**config.mk**
```make
export PLATFORM = sky130hd
export DESIGN_NAME = radix_string_converter_core
export DESIGN_NICKNAME = d
export VERILOG_FILES = /design/src/rtl/rsc_pkg.sv /design/src/rtl/radix_string_converter_core.sv /design/src/rtl/rsc_bcd.sv
export SDC_FILE = /design/constraint.sdc
export NUM_CORES = 1
export LEC_CHECK = 0
export ABC_AREA = 1
export BUFFER_PORTS_ARGS = -buffer_cell sky130_fd_sc_hd__clkbuf_2
export CAP_MARGIN = 10
export CORE_MARGIN = 2
export CORE_UTILIZATION = 53
export DETAILED_ROUTE_END_ITERATION = 10
export PLACE_DENSITY = 0.8
export SYNTH_ARGS = -nofsm -noshare
export SYNTH_HDL_FRONTEND = slang
export SYNTH_SLANG_ARGS = --single-unit
```
**constraint.sdc**
```tcl
create_clock -name clock -period 5.5 [get_ports clock]
set_clock_uncertainty 0.15 [all_clocks]
set_input_delay 0.275 -clock clock [delete_from_list [all_inputs] [get_ports clock]]
set_output_delay 0.275 -clock clock [all_outputs]
set_load 0.05 [all_outputs]
```
**src/rtl/rsc_pkg.sv**
```systemverilog
// Shared constants and helpers for the radix string converter.
package rsc_pkg;

   // base codes, as used on the configuration port and in the result tuser
   localparam logic [1:0] BASE_BIN = 2'd0;
   localparam logic [1:0] BASE_OCT = 2'd1;
   localparam logic [1:0] BASE_DEC = 2'd2;
   localparam logic [1:0] BASE_HEX = 2'd3;

   // target code that asks for all four bases in turn (and codes above it)
   localparam logic [2:0] TARGET_ALL = 3'd4;

   // configuration register indexes
   localparam logic CSR_SOURCE = 1'b0;
   localparam logic CSR_TARGET = 1'b1;

   // ASCII characters
   localparam logic [7:0] CHAR_0 = 8'h30;
   localparam logic [7:0] CHAR_9 = 8'h39;
   localparam logic [7:0] CHAR_A = 8'h41;
   localparam logic [7:0] CHAR_F = 8'h46;
   localparam logic [7:0] CHAR_7 = 8'h37;

   // radix limits for the digit range check
   localparam logic [4:0] RADIX_BIN = 5'd2;
   localparam logic [4:0] RADIX_OCT = 5'd8;
   localparam logic [4:0] RADIX_DEC = 5'd10;
   localparam logic [4:0] RADIX_HEX = 5'd16;

   // uppercase ASCII glyph of a digit value
   function automatic logic [7:0] glyph(input logic [3:0] d);
      logic [7:0] g;
      if (d < 4'd10) begin
         g = CHAR_0 + {4'b0000, d};
      end else begin
         g = CHAR_7 + {4'b0000, d};
      end
      return g;
   endfunction

endpackage

```
**src/rtl/radix_string_converter_core.sv**
```systemverilog
// Top level of the radix string converter: accumulate, convert, emit digits.
//
// Input channel (req_): one ASCII digit character per word, most significant
// first; tlast marks the final character of a number. Characters before the
// last are folded into the accumulator at one word per cycle.
// Result channel (rsp_): one ASCII digit per word, most significant first, no
// leading zeros; tlast marks the final word of the run. An invalid character
// anywhere in the number gives one error word instead.
// Configuration (csr_): index 0 source base, index 1 target base; write only
// while the block is idle.
// After the last character a load step fills the digit shift register, which
// holds WORD_BITS digit positions for binary, WORD_BITS/3 and WORD_BITS/4
// rounded up for octal and hex. Decimal first waits on the bit-serial BCD
// converter and then shifts out its NDEC decimal positions. Leading zero
// positions are dropped without a word. Target "all" chains the four bases.
// A result register sits on the output: the next number is accepted while the
// final word still waits. When the receiver stalls, digit emission holds.
// Reset clears the accumulator and sets source base decimal, target binary.
module radix_string_converter_core
   import rsc_pkg::*;
#(
   parameter int WORD_BITS = 32
) (
   input  logic       clock,
   input  logic       reset,
   input  logic       req_tvalid,
   output logic       req_tready,
   input  logic [7:0] req_tdata,   // [7:0] in_char
   input  logic       req_tlast,
   output logic       rsp_tvalid,
   input  logic       rsp_tready,
   output logic [7:0] rsp_tdata,   // [7:0] out_char
   output logic [3:0] rsp_tuser,   // [1:0] out_base, [2] base_done, [3] bad_digit
   output logic       rsp_tlast,
   input  logic       csr_wen,
   input  logic       csr_index,
   input  logic [2:0] csr_wdata
);

   localparam int NDEC   = (WORD_BITS * 30103) / 100000 + 1;
   localparam int ND_OCT = (WORD_BITS + 2) / 3;
   localparam int ND_HEX = (WORD_BITS + 3) / 4;
   localparam int EW     = (4 * NDEC > 3 * ND_OCT) ? 4 * NDEC : 3 * ND_OCT;
   localparam int SH_BIN = EW - WORD_BITS;
   localparam int SH_OCT = EW - 3 * ND_OCT;
   localparam int SH_HEX = EW - 4 * ND_HEX;
   localparam int SH_DEC = EW - 4 * NDEC;
   localparam int CW     = $clog2(WORD_BITS + 1);

   localparam logic [2:0] ST_IDLE  = 3'd0;
   localparam logic [2:0] ST_LOAD  = 3'd1;
   localparam logic [2:0] ST_BCD   = 3'd2;
   localparam logic [2:0] ST_SHIFT = 3'd3;
   localparam logic [2:0] ST_ERR   = 3'd4;

   logic [2:0]           state_ff, state_in;
   logic [1:0]           src_ff;
   logic [2:0]           tgt_ff;
   logic [WORD_BITS-1:0] acc_ff, acc_in, acc_next;
   logic                 bad_ff, bad_in;
   logic [1:0]           base_ff, base_in;
   logic                 all_ff, all_in;
   logic [EW-1:0]        dig_ff, dig_in, dig_shift;
   logic [CW-1:0]        cnt_ff, cnt_in;
   logic                 lead_ff, lead_in;

   logic                 rsp_valid_ff, rsp_valid_in;
   logic [7:0]           char_ff;
   logic [1:0]           obase_ff;
   logic                 odone_ff, olast_ff, obad_ff;

   logic                 out_load;
   logic [7:0]           o_char;
   logic [1:0]           o_base;
   logic                 o_done, o_last, o_bad;

   logic                 bcd_start, bcd_done;
   logic [4*NDEC-1:0]    bcd_val;

   logic [3:0]           dv;
   logic                 is_num, is_alpha, dig_ok;
   logic [4:0]           radix_lim;
   logic [3:0]           top_dig;
   logic                 emit, slot_free;

   rsc_bcd #(
      .WORD_BITS (WORD_BITS),
      .NDEC      (NDEC)
   ) u_bcd (
      .clock (clock),
      .reset (reset),
      .start (bcd_start),
      .value (acc_ff),
      .done  (bcd_done),
      .bcd   (bcd_val)
   );

   // digit value of the incoming character and its range check
   always_comb begin
      is_num   = (req_tdata >= CHAR_0) && (req_tdata <= CHAR_9);
      is_alpha = (req_tdata >= CHAR_A) && (req_tdata <= CHAR_F);
      dv       = is_num ? 4'(req_tdata - CHAR_0) : 4'(req_tdata - CHAR_7);
      case (src_ff)
         BASE_BIN: radix_lim = RADIX_BIN;
         BASE_OCT: radix_lim = RADIX_OCT;
         BASE_DEC: radix_lim = RADIX_DEC;
         default:  radix_lim = RADIX_HEX;
      endcase
      dig_ok = (is_num || is_alpha) && ({1'b0, dv} < radix_lim);
   end

   // fold the digit in; an invalid one counts as zero
   always_comb begin
      logic [WORD_BITS-1:0] d;
      d = dig_ok ? WORD_BITS'(dv) : '0;
      case (src_ff)
         BASE_BIN: acc_next = (acc_ff << 1) + d;
         BASE_OCT: acc_next = (acc_ff << 3) + d;
         BASE_DEC: acc_next = (acc_ff << 3) + (acc_ff << 1) + d;
         default:  acc_next = (acc_ff << 4) + d;
      endcase
   end

   // top digit of the shift register and the shift by one digit
   always_comb begin
      case (base_ff)
         BASE_BIN: begin
            top_dig   = {3'b000, dig_ff[EW-1]};
            dig_shift = dig_ff << 1;
         end
         BASE_OCT: begin
            top_dig   = {1'b0, dig_ff[EW-1 -: 3]};
            dig_shift = dig_ff << 3;
         end
         default: begin
            top_dig   = dig_ff[EW-1 -: 4];
            dig_shift = dig_ff << 4;
         end
      endcase
   end

   assign slot_free = !rsp_valid_ff || rsp_tready;
   assign emit      = lead_ff || (top_dig != 4'd0) || (cnt_ff == CW'(1));

   always_comb begin
      state_in  = state_ff;
      acc_in    = acc_ff;
      bad_in    = bad_ff;
      base_in   = base_ff;
      all_in    = all_ff;
      dig_in    = dig_ff;
      cnt_in    = cnt_ff;
      lead_in   = lead_ff;
      bcd_start = 1'b0;
      out_load  = 1'b0;
      o_char    = glyph(top_dig);
      o_base    = base_ff;
      o_done    = (cnt_ff == CW'(1));
      o_last    = (cnt_ff == CW'(1)) && (!all_ff || (base_ff == BASE_HEX));
      o_bad     = 1'b0;
      case (state_ff)
         ST_IDLE: begin
            if (req_tvalid) begin
               acc_in = acc_next;
               bad_in = bad_ff || !dig_ok;
               if (req_tlast) begin
                  if (bad_ff || !dig_ok) begin
                     state_in = ST_ERR;
                  end else begin
                     all_in   = (tgt_ff >= TARGET_ALL);
                     base_in  = (tgt_ff >= TARGET_ALL) ? BASE_BIN : tgt_ff[1:0];
                     state_in = ST_LOAD;
                  end
               end
            end
         end
         ST_LOAD: begin
            lead_in = 1'b0;
            case (base_ff)
               BASE_BIN: begin
                  dig_in   = EW'(acc_ff) << SH_BIN;
                  cnt_in   = CW'(WORD_BITS);
                  state_in = ST_SHIFT;
               end
               BASE_OCT: begin
                  dig_in   = EW'(acc_ff) << SH_OCT;
                  cnt_in   = CW'(ND_OCT);
                  state_in = ST_SHIFT;
               end
               BASE_DEC: begin
                  bcd_start = 1'b1;
                  state_in  = ST_BCD;
               end
               default: begin
                  dig_in   = EW'(acc_ff) << SH_HEX;
                  cnt_in   = CW'(ND_HEX);
                  state_in = ST_SHIFT;
               end
            endcase
         end
         ST_BCD: begin
            if (bcd_done) begin
               dig_in   = EW'(bcd_val) << SH_DEC;
               cnt_in   = CW'(NDEC);
               state_in = ST_SHIFT;
            end
         end
         ST_SHIFT: begin
            // drop leading zeros freely; hold a digit until the slot frees
            if (!emit || slot_free) begin
               dig_in = dig_shift;
               cnt_in = cnt_ff - CW'(1);
               if (emit) begin
                  out_load = 1'b1;
                  lead_in  = 1'b1;
                  if (cnt_ff == CW'(1)) begin
                     if (all_ff && (base_ff != BASE_HEX)) begin
                        base_in  = base_ff + 2'd1;
                        state_in = ST_LOAD;
                     end else begin
                        acc_in   = '0;
                        bad_in   = 1'b0;
                        state_in = ST_IDLE;
                     end
                  end
               end
            end
         end
         ST_ERR: begin
            o_char = 8'h00;
            o_base = BASE_BIN;
            o_done = 1'b1;
            o_last = 1'b1;
            o_bad  = 1'b1;
            if (slot_free) begin
               out_load = 1'b1;
               acc_in   = '0;
               bad_in   = 1'b0;
               state_in = ST_IDLE;
            end
         end
         default: begin
            state_in = ST_IDLE;
         end
      endcase
   end

   always_comb begin
      if (out_load) begin
         rsp_valid_in = 1'b1;
      end else begin
         rsp_valid_in = rsp_valid_ff && !rsp_tready;
      end
   end

   always_ff @(posedge clock) begin
      if (reset) begin
         state_ff     <= ST_IDLE;
         src_ff       <= BASE_DEC;
         tgt_ff       <= {1'b0, BASE_BIN};
         acc_ff       <= '0;
         bad_ff       <= 1'b0;
         base_ff      <= BASE_BIN;
         all_ff       <= 1'b0;
         cnt_ff       <= '0;
         lead_ff      <= 1'b0;
         rsp_valid_ff <= 1'b0;
      end else begin
         state_ff     <= state_in;
         acc_ff       <= acc_in;
         bad_ff       <= bad_in;
         base_ff      <= base_in;
         all_ff       <= all_in;
         cnt_ff       <= cnt_in;
         lead_ff      <= lead_in;
         rsp_valid_ff <= rsp_valid_in;
         if (csr_wen) begin
            case (csr_index)
               CSR_SOURCE: src_ff <= csr_wdata[1:0];
               CSR_TARGET: tgt_ff <= csr_wdata;
               default:    src_ff <= src_ff;
            endcase
         end
      end
      dig_ff <= dig_in;
      if (out_load) begin
         char_ff  <= o_char;
         obase_ff <= o_base;
         odone_ff <= o_done;
         olast_ff <= o_last;
         obad_ff  <= o_bad;
      end
   end

   assign req_tready = (state_ff == ST_IDLE);
   assign rsp_tvalid = rsp_valid_ff;
   assign rsp_tdata  = char_ff;
   assign rsp_tuser  = {obad_ff, odone_ff, obase_ff};
   assign rsp_tlast  = olast_ff;

   // the final word of a run always closes a base string
   a_last_closes_base: assert property (@(posedge clock) disable iff (reset)
      (rsp_tvalid && rsp_tlast) |-> rsp_tuser[2])
      else $error("run ends inside a base string");

   // an error word stands alone, carries no character and ends the run
   a_error_word: assert property (@(posedge clock) disable iff (reset)
      (rsp_tvalid && rsp_tuser[3]) |-> (rsp_tlast && (rsp_tdata == 8'h00)))
      else $error("malformed error word");

   // no further character is taken once the last one is in
   a_busy_after_last: assert property (@(posedge clock) disable iff (reset)
      (req_tvalid && req_tready && req_tlast) |=> !req_tready)
      else $error("input accepted during conversion");

   // the BCD converter finishes only while it is awaited
   a_bcd_done_state: assert property (@(posedge clock) disable iff (reset)
      bcd_done |-> (state_ff == ST_BCD))
      else $error("BCD result outside wait state");

endmodule

```
**src/rtl/rsc_bcd.sv**
```systemverilog
// Bit-serial binary to BCD converter (shift and add-3), one bit per cycle.
module rsc_bcd #(
   parameter int WORD_BITS = 32,
   parameter int NDEC      = 10
) (
   input  logic                   clock,
   input  logic                   reset,
   input  logic                   start,
   input  logic [WORD_BITS-1:0]   value,
   output logic                   done,
   output logic [4*NDEC-1:0]      bcd
);

   localparam int CW = $clog2(WORD_BITS + 1);

   logic [WORD_BITS-1:0] bin_ff, bin_in;
   logic [4*NDEC-1:0]    bcd_ff, bcd_in;
   logic [4*NDEC-1:0]    adj;
   logic [CW-1:0]        cnt_ff, cnt_in;
   logic                 done_ff, done_in;

   // add 3 to every digit of 5 or more before the next doubling
   always_comb begin
      for (int i = 0; i < NDEC; i++) begin
         adj[4*i +: 4] = (bcd_ff[4*i +: 4] >= 4'd5) ? bcd_ff[4*i +: 4] + 4'd3
                                                    : bcd_ff[4*i +: 4];
      end
   end

   always_comb begin
      bin_in  = bin_ff;
      bcd_in  = bcd_ff;
      cnt_in  = cnt_ff;
      done_in = 1'b0;
      if (start) begin
         bin_in = value;
         bcd_in = '0;
         cnt_in = CW'(WORD_BITS);
      end else if (cnt_ff != '0) begin
         bin_in  = bin_ff << 1;
         bcd_in  = {adj[4*NDEC-2:0], bin_ff[WORD_BITS-1]};
         cnt_in  = cnt_ff - CW'(1);
         done_in = (cnt_ff == CW'(1));
      end
   end

   always_ff @(posedge clock) begin
      if (reset) begin
         cnt_ff  <= '0;
         done_ff <= 1'b0;
      end else begin
         cnt_ff  <= cnt_in;
         done_ff <= done_in;
      end
      bin_ff <= bin_in;
      bcd_ff <= bcd_in;
   end

   assign done = done_ff;
   assign bcd  = bcd_ff;

endmodule
```
[Word level (Yosys, flattened, before mapping)]
Index checks and enable logic that the tools add are counted.
Operators by class
  equality and inequality tests: 23
  bitwise logic cells: 3
  add/sub/neg operators: 22
  muxes and demuxes: 74
  divide/modulo/power cells: 0
  multipliers: 0
  magnitude comparators: 17
  reductions and logical operators: 38
  shift operators: 0
Operators by type and width (count)
  $mux 32: 8
  $pmux 32 s3: 2
  $pmux 40 s2: 2
  $add 32x4->32: 4
  $pmux 40 s3: 1
  $mux 40: 2
  $mux 4: 11
  $ge 4x3->1 const B: 10
  $add 4x2->4 const B: 9
  $pmux 6 s3: 2
  $add 32x32->32: 1
  $mux 3: 9
  $mux 6: 4
  $ne 2x2->1 const B: 10
  $mux 1: 17
  $mux 2: 8
  $pmux 3 s5: 1
  $pmux 5 s3: 1
  $add 6x4->7 const A: 2
  $reduce_and 7->1: 2
  $eq 6x1->1 const B: 2
  $sub 6x1->6 const B: 2
  $ge 8x6->1 const B: 1
  $ge 8x7->1 const B: 1
  other kinds (36): 65
Storage, ports and cells
  memory bits (read-only): 0
  memories kept: 0
  bits in writable memories: 0
  latch bits: 0
  register bits after elaboration: 184

[Longest topological paths before layout]
Gate-level depths: netlist (run 1).
  depth in word-level cells: 11
  mapped depth: 31
  mapped depth without buffers: 31

[By module]
Synthesis (run 1) repeated with hierarchy kept, for this count alone.
Unflattened totals
  cell total of the unflattened synthesis: 2214
  area total of the unflattened synthesis: 14599.0 sq um
By module, submodules not included
  radix_string_converter_core: area an instance 10403.7 sq um, cells each 1656, instances 1
  rsc_bcd: area an instance 4195.3 sq um, cells each 558, instances 1

[Worst setup path after synthesis (run 1)]
No wires, ideal clock.
  path kind: input port to flip-flop
  start point: in req_tdata[1]
  end point: reg acc_ff[28]
  required time: 5.218 ns
  path buffers: 0
  stages on the path: 29
  slack: 1.302 ns
  data arrival time: 3.916 ns
  cells stage by stage: inv_1 > ha_1 > nand2_1 > nand3_1 > nand2_1 > nand2_1 > xor2_1 > inv_1 > ha_1 > inv_1 > nor2_1 > nand2_1 > nand3_1 > nor2_1 > inv_1 > fa_1 > fa_1 > o21ai_0 > nand2_1 > nand2_1 > nand2_1 > nand2_1 > nand2_1 > nand2_1 > nand2_1 > nand3_1 > nand2_1 > nand2_1 > a21oi_1
Between the ends
  longest elaborated chain between the ends: 10
RTL lines
  start, declared: line radix_string_converter_core.sv:28  | input logic [7:0] req_tdata,
  $ge 8x6->1 or $le 8x6->1 (tied branches): line radix_string_converter_core.sv:100  | is_num = (req_tdata >= CHAR_0) && (req_tdata <= CHAR_9);
  $logic_and 1x1->1: line radix_string_converter_core.sv:100
  $mux 4: line radix_string_converter_core.sv:102  | dv = is_num ? 4'(req_tdata - CHAR_0) : 4'(req_tdata - CHAR_7);
  $lt 4x5->1: line radix_string_converter_core.sv:109  | dig_ok = (is_num || is_alpha) && ({1'b0, dv} < radix_lim);
  $logic_and 1x1->1: line radix_string_converter_core.sv:109
  $mux 4 *: line radix_string_converter_core.sv:115  | d = dig_ok ? WORD_BITS'(dv) : '0;
  $add 32x4->32, on equally long branches
  $pmux 32 s3 *: line radix_string_converter_core.sv:116  | case (src_ff)
  $mux 32 *: line radix_string_converter_core.sv:163  | if (req_tvalid) begin
  $pmux 32 s3 *: line radix_string_converter_core.sv:161  | case (state_ff)
  end signal, assigned: line radix_string_converter_core.sv:270  | acc_ff <= acc_in;
  end, declared: line radix_string_converter_core.sv:59  | logic [WORD_BITS-1:0] acc_ff, acc_in, acc_next;
Mark *: on every way between the ends. The rest lies on a longest branch, timed or not. The select of a mux whose other input is x is not followed.
A chain may end at the register's enable or synchronous reset.

[Worst setup path after layout (run 1)]
  start point: in req_tdata[0]
  end point: reg acc_ff[28]
The elaborated chain is that of the path after synthesis.

==> results of run 1 <==
## worst paths after layout
kind,start,to,depth (start not counted)
max,req_tdata[0],acc_ff[28],30
min reg2reg,lead_ff,lead_ff,2
min,csr_index,src_ff[1],4
max reg2reg,src_ff[0],acc_ff[28],24
## routing by layer
layer | part of all wire [%] | up-vias | global-route usage [%]
met1 | 42 | 6839 | 43.6
met2 | 45 | 800 | 51.2
li1 | - | 7090 | -
met5 | 0 | - | 0
met4 | 3.9 | 0 | 12.9
met3 | 8.8 | 145 | 5.41
## critical path: cells and delay by family
family          cells  cell delay (ns)
simple gates       18             1.99
buf+inv             5             0.42
fa+ha+maj           4             1.45
xor+xnor            1             0.21
compound gates      2             0.55
## cells in the mapped netlist, types with 2 or more instances
library cell and number:
nand2_1 506, inv_1 297, nor2_1 202, o21ai_0 199, a21oi_1 167, nand3_1 137
ha_1 102, dfxtp_1 99, edfxtp_1 84, clkbuf_1 58, o22ai_1 37, o2111ai_1 32
nand4_1 26, nor3_1 23, xor2_1 20, a21oi_2 16, o211ai_1 13, buf_1 9
a31oi_1 8, buf_2 8, inv_2 8, o221ai_1 7, or2_2 7, nand3b_1 6
clkbuf_2 5, nor2_2 5, o21ai_1 5, o21bai_1 5, nor3_2 4, buf_4 3
clkinv_1 3, fa_1 3, xnor2_1 3, a22oi_1 2, buf_6 2, nand2_2 2
nand3_2 2, nor3b_1 2, o32ai_1 2
## logic make-up (layout without fill, tap and decap cells)
| group | Yosys count | in the layout | share of synthesized area [%] |
|---|---|---|---|
| AO/OA/AOI/OAI | 499 | 499 | 19.9 |
| XOR/XNOR | 23 | 23 | 1.41 |
| adder cells (fa/ha/maj) | 105 | 105 | 9.34 |
| buffers and inverters | 393 | 395 | 10.6 |
| flip-flops | 183 | 183 | 31.5 |
| other | 1 | 1 | 0.0262 |
| AND/OR/NAND/NOR | 927 | 927 | 27.2 |
## metrics by stage
step / cells / total power [mW] / area, um^2 / hold slack (ns)
2_1_floorplan: 2131 / 3.61 / 14300 / 0.255
3_3_place_gp: 2436 / 4.03 / 14700 / 0.296
3_5_place_dp: 2436 / 4.13 / 14700 / 0.296
4_1_cts: 2472 / 5.34 / 15300 / 0.00598
5_1_grt: 2474 / 5.75 / 15300 / 0.0377
6_report: 2474 / 5.38 / 15300 / 0.0255
## state kept, by name, summed over array words and instances, names as in the netlist, 2 cells and up
name	cells
dig_ff	40
u_bcd.bcd	40
acc_ff	32
u_bcd.bin_ff	32
rsp_tdata	7
cnt_ff	6
u_bcd.cnt_ff	6
state_ff	3
tgt_ff	3
base_ff	2
obase_ff	2
src_ff	2
## cell type report
| type | instances | area share (%) |
|---|---|---|
| multi-input combinational | 1555 | 54.2 |
| sequential | 183 | 29.4 |
| tap | 341 | 2.79 |
| clock inverter | 14 | 0.834 |
| timing repair buffer | 55 | 2.39 |
| clock buffer | 18 | 2.81 |
| inverter | 308 | 7.56 |
## power by group through the flow
stage,clock network (mW),registers (mW),logic [mW]
after CTS,1.22,2.12,2.00
after detailed placement,0,2.15,1.98
after floorplan,0,2.08,1.53
final,1.22,2.13,2.02
after global routing,1.27,2.17,2.31
after global placement,0,2.13,1.89
## timing repair
| item | CTS | global route |
|---|---|---|
| endpoints found under the hold margin | 5 | 0 |
| hold buffers | 4 | 0 |
| buffers inserted | 0 | 0 |
==> impl_metrics.py, run 1 <==
metrics = {
    "status": {
        "outcome": "completed",
    },
    "setup_path": {
        "worst_path_most_repeated_cell": "nand2_1",
        "critPathRequiredTime_ns": 5.66,
        "critPathMaxStageDelay_ns": 0.50,
        "crit_fanout": 6,
        "critPathKind": "in -> reg",
        "reg2reg_slack_ns": 0.89,
        "cp_data_arrival_time_ns": 4.90,
        "cp-end-kind": "register",
        "slowest_stage": "o21ai_0",
        "worst_setup_path_start_kind": "input pin",
    },
    "floorplan": {
        "core_region_area_um2": 26700,
        "initial_utilization_pct": 53.5,
        "die_h_um": 168,
        "die_width_um": 168,
        "num_rows": 60,
        "io_pins": 33,
        "die-area_um2": 28300,
    },
    "clock_tree": {
        "clockBufferDepth": 2,
        "cts_resized": 0,
        "clk_pin_slew_ns": 0.08,
        "cts_tree": "built",
        "cts_buffers": 17,
        "htreeDepth": 4,
        "cts.sinks": 183,
        "cts_root_buf": "clkbuf_16",
        "clkLatencyLatePin_ns": 0.45,
    },
    "layout": {
        "final_common_cell": "nand2_1",
        "drive_gt1_share_pct": 6.28,
        "seqCellArea_um2": 4500,
        "layout_common_cells": "nand2_1 (506), inv_1 (296), nor2_1 (199), o21ai_0 (199), a21oi_1 (167)",
        "n_antenna_cell": 0,
        "fill_cells": 2533,
        "multiInputGateArea_um2": 8290,
        "syn_to_final_growth_pct": 6.99,
        "final_util_pct": 57.2,
        "nets": 2243,
    },
    "route": {
        "wl_mm": 45.7,
        "ant_nets": 0,
        "dr.first_iter.drc_count": 2015,
        "vias_per_cell": 6.01,
        "drt_first_pass_iters": 6,
        "routedWlPerCell_um": 18.5,
        "drc": 0,
        "vias": 14900,
    },
    "timing": {
        "finalHoldViolations": 0,
        "worstMarginPinSlew_ns": 1.16,
        "fmax_ghz": 0.211,
        "finalCritPeriodShare_pct": 86.2,
        "final.setup.worst_slack_ns": 0.759,
        "finalCriticalPeriod_ns": 4.74,
        "rsz0062_at_grt": "no",
        "max_slew_margin_pct": 22.3,
        "setup_tns_ns": 0,
        "slew_violations": 0,
        "setup_violations": 0,
    },
    "synth": {
        "synth_edf_count": 84,
        "synth_area_um2": 14300,
        "synth_cell_types": 51,
        "synth_cells": 2131,
        "ys_ff_latch": 183,
        "yosys-top-cells-area": "edfxtp_1 (18%), dfxtp_1 (14%), nand2_1 (13%), ha_1 (8.9%), inv_1 (7.8%)",
        "synth_nets": 2254,
        "avgSynthCellArea_um2": 6.71,
        "synth-main-ff-cell": "dfxtp_1",
        "synth_top_area_share_pct": 17.6,
        "synth_seq_area_share_pct": 31.5,
        "async_reset_ff_share_pct": 0,
        "ys_warn_count": 0,
        "synth_top_area_cell": "edfxtp_1",
    },
    "global_route": {
        "overflow": 0,
        "grt_max_degree": 75,
        "grt_usage_pct": 32.1,
        "antenna_found_initial": 0,
        "grt_pass1_wl_mm": 72.4,
        "grt_pass1_vias": 13600,
    },
    "pwr": {
        "power.switching_mw": 2.23,
        "p_seq_share_pct": 39.6,
        "p_int_mw": 3.15,
        "ir_drop_mv": 0.220,
        "clkPwrFrac_pct": 22.8,
        "power_density_nw_per_um2": 352,
        "p_sw_share_pct": 41.5,
        "leakage_nw": 6.89,
        "comb_power_share_pct": 37.7,
    },
    "run": {
        "cap_viol_max_count": 0,
    },
    "placed_design": {
        "dp_hpwl_mm": 32.9,
        "dp_slack_ns": 0.375,
        "gp_congestion": 0.976,
        "numPortBuffers": 31,
    },
    "min_path": {
        "hp-class": "in -> reg",
    },
}
No activity file was read; power rests on OpenSTA's default activity.
==> run 2: changes to the inputs <==
- MAX_ROUTING_LAYER: unset -> met4
==> impl_metrics.py, run 2 (same netlist as run 1, synthesis figures left out) <==
metrics = {
    "route": {
        "wl_mm": 44.7,
        "vias": 14900,
        "drt_first_pass_iters": 6,
        "drc": 0,
        "vias_per_cell": 6.01,
        "ant_nets": 0,
        "routedWlPerCell_um": 18.1,
        "dr.first_iter.drc_count": 2002,
    },
    "layout": {
        "drive_gt1_share_pct": 6.11,
        "final_cells": 2470,
        "syn_to_final_growth_pct": 6.70,
        "n_antenna_cell": 0,
        "layout_common_cells": "nand2_1 (506), inv_1 (296), nor2_1 (199), o21ai_0 (199), a21oi_1 (167)",
        "nets": 2239,
        "final_common_cell": "nand2_1",
        "design_area_um2": 15300,
    },
    "global_route": {
        "grt_usage_pct": 32.3,
        "overflow": 0,
        "antenna_found_initial": 0,
        "grt_pass1_wl_mm": 71.2,
        "grt_pass1_vias": 13900,
        "grt_max_degree": 70,
    },
    "clock_tree": {
        "clk_pin_slew_ns": 0.08,
        "cts_root_buf": "clkbuf_16",
        "cts_tree": "built",
        "hold_buffers": 4,
        "cts.sinks": 183,
        "cts_buffers": 17,
        "clkLatencyLatePin_ns": 0.46,
        "clockBufferDepth": 2,
        "cts_resized": 0,
        "cts_setup_buffers": 0,
        "htreeDepth": 4,
    },
    "timing": {
        "max_slew_margin_pct": 21.7,
        "hold_slack_ns": 0.0157,
        "worstMarginPinSlew_ns": 1.18,
        "finalCritPeriodShare_pct": 87.8,
        "finalHoldViolations": 0,
        "fmax_ghz": 0.207,
        "rsz0062_at_grt": "no",
        "setup_violations": 0,
        "finalCriticalPeriod_ns": 4.83,
        "slew_violations": 0,
        "setup_tns_ns": 0,
    },
    "pwr": {
        "p_int_mw": 3.14,
        "clkPwrFrac_pct": 22.8,
        "power.switching_mw": 2.21,
        "p_sw_share_pct": 41.4,
        "ir_drop_mv": 0.258,
        "p_seq_share_pct": 39.6,
        "power_density_nw_per_um2": 351,
        "comb_power_share_pct": 37.5,
        "leakage_nw": 6.85,
    },
    "setup_path": {
        "critPathMaxStageDelay_ns": 0.51,
        "worstPathBufferInverterCount": 5,
        "cp-end-kind": "register",
        "cp_data_arrival_time_ns": 4.97,
        "cpLargestDelayFamily": "simple AND/OR/NAND/NOR gates",
        "worst_setup_path_start_kind": "input pin",
        "worst_path_most_repeated_cell": "nand2_1",
        "critPathKind": "in -> reg",
        "crit_fanout": 6,
        "critPathRequiredTime_ns": 5.64,
        "slowest_stage": "o21ai_0",
    },
    "floorplan": {
        "core_region_area_um2": 26700,
        "initial_utilization_pct": 53.5,
        "die_width_um": 168,
        "io_pins": 33,
        "num_rows": 60,
        "die_h_um": 168,
        "die-area_um2": 28300,
    },
    "placed_design": {
        "numPortBuffers": 31,
        "gp_congestion": 1.00,
        "dp_cells": 2434,
        "dpl_cell_area_um2": 14700,
        "dp_hpwl_mm": 32.5,
    },
    "run": {
        "cap_viol_max_count": 0,
    },
    "status": {
        "outcome": "completed",
    },
    "min_path": {
        "hp-class": "in -> reg",
    },
}
## run 2: metrics by stage
| stage | util (%) | worst slack [ns] | total power, mW |
|---|---|---|---|
| after floorplan | - | 1.30 | 3.61 |
| after global placement | 54.8 | 0.583 | 4.01 |
| after detailed placement | 54.8 | 0.362 | 4.12 |
| after CTS | 57.1 | 0.806 | 5.33 |
| after global routing | 57.1 | 0.205 | 5.72 |
| final | 57.1 | 0.673 | 5.35 |
## run 2: per-layer routing
layer	GRT usage, %	routed length, um	share of wire (%)
met5	-	0	0
met4	12.4	1750	3.9
met3	5.34	4170	9.3
met2	50.7	20100	45
met1	41.9	18700	42
## run 2: worst paths after layout
check | start | end | slack (ns) | cells after the start
max | req_tdata[0] | acc_ff[28] | 0.67 | 30
min | csr_wen | tgt_ff[2] | 0.02 | 3
max reg2reg | src_ff[0] | acc_ff[28] | 0.84 | 24
min reg2reg | lead_ff | lead_ff | 0.31 | 2
## run 2: cell type report
cell class                 instances  area (um^2)
sequential                       183         4500
tap                              341          427
clock inverter                    15          140
inverter                         308         1160
multi-input combinational       1555         8290
clock buffer                      17          425
timing repair buffer              51          315
fill                            2516        11500
## run 2: worst min-delay path: cells and delay by family
family	cells	cell delay (ns)
AND/OR/NAND/NOR	1	0.12
AO/OA/AOI/OAI	1	0.09
buffers and inverters	1	0.09
## run 2: power groups by stage
stage	clock, mW	sequential [mW]	combinational [mW]
6_report	1.22	2.12	2.01
5_1_grt	1.27	2.16	2.30
4_1_cts	1.22	2.12	1.99
3_5_place_dp	0	2.14	1.98
3_3_place_gp	0	2.13	1.88
2_1_floorplan	0	2.08	1.53
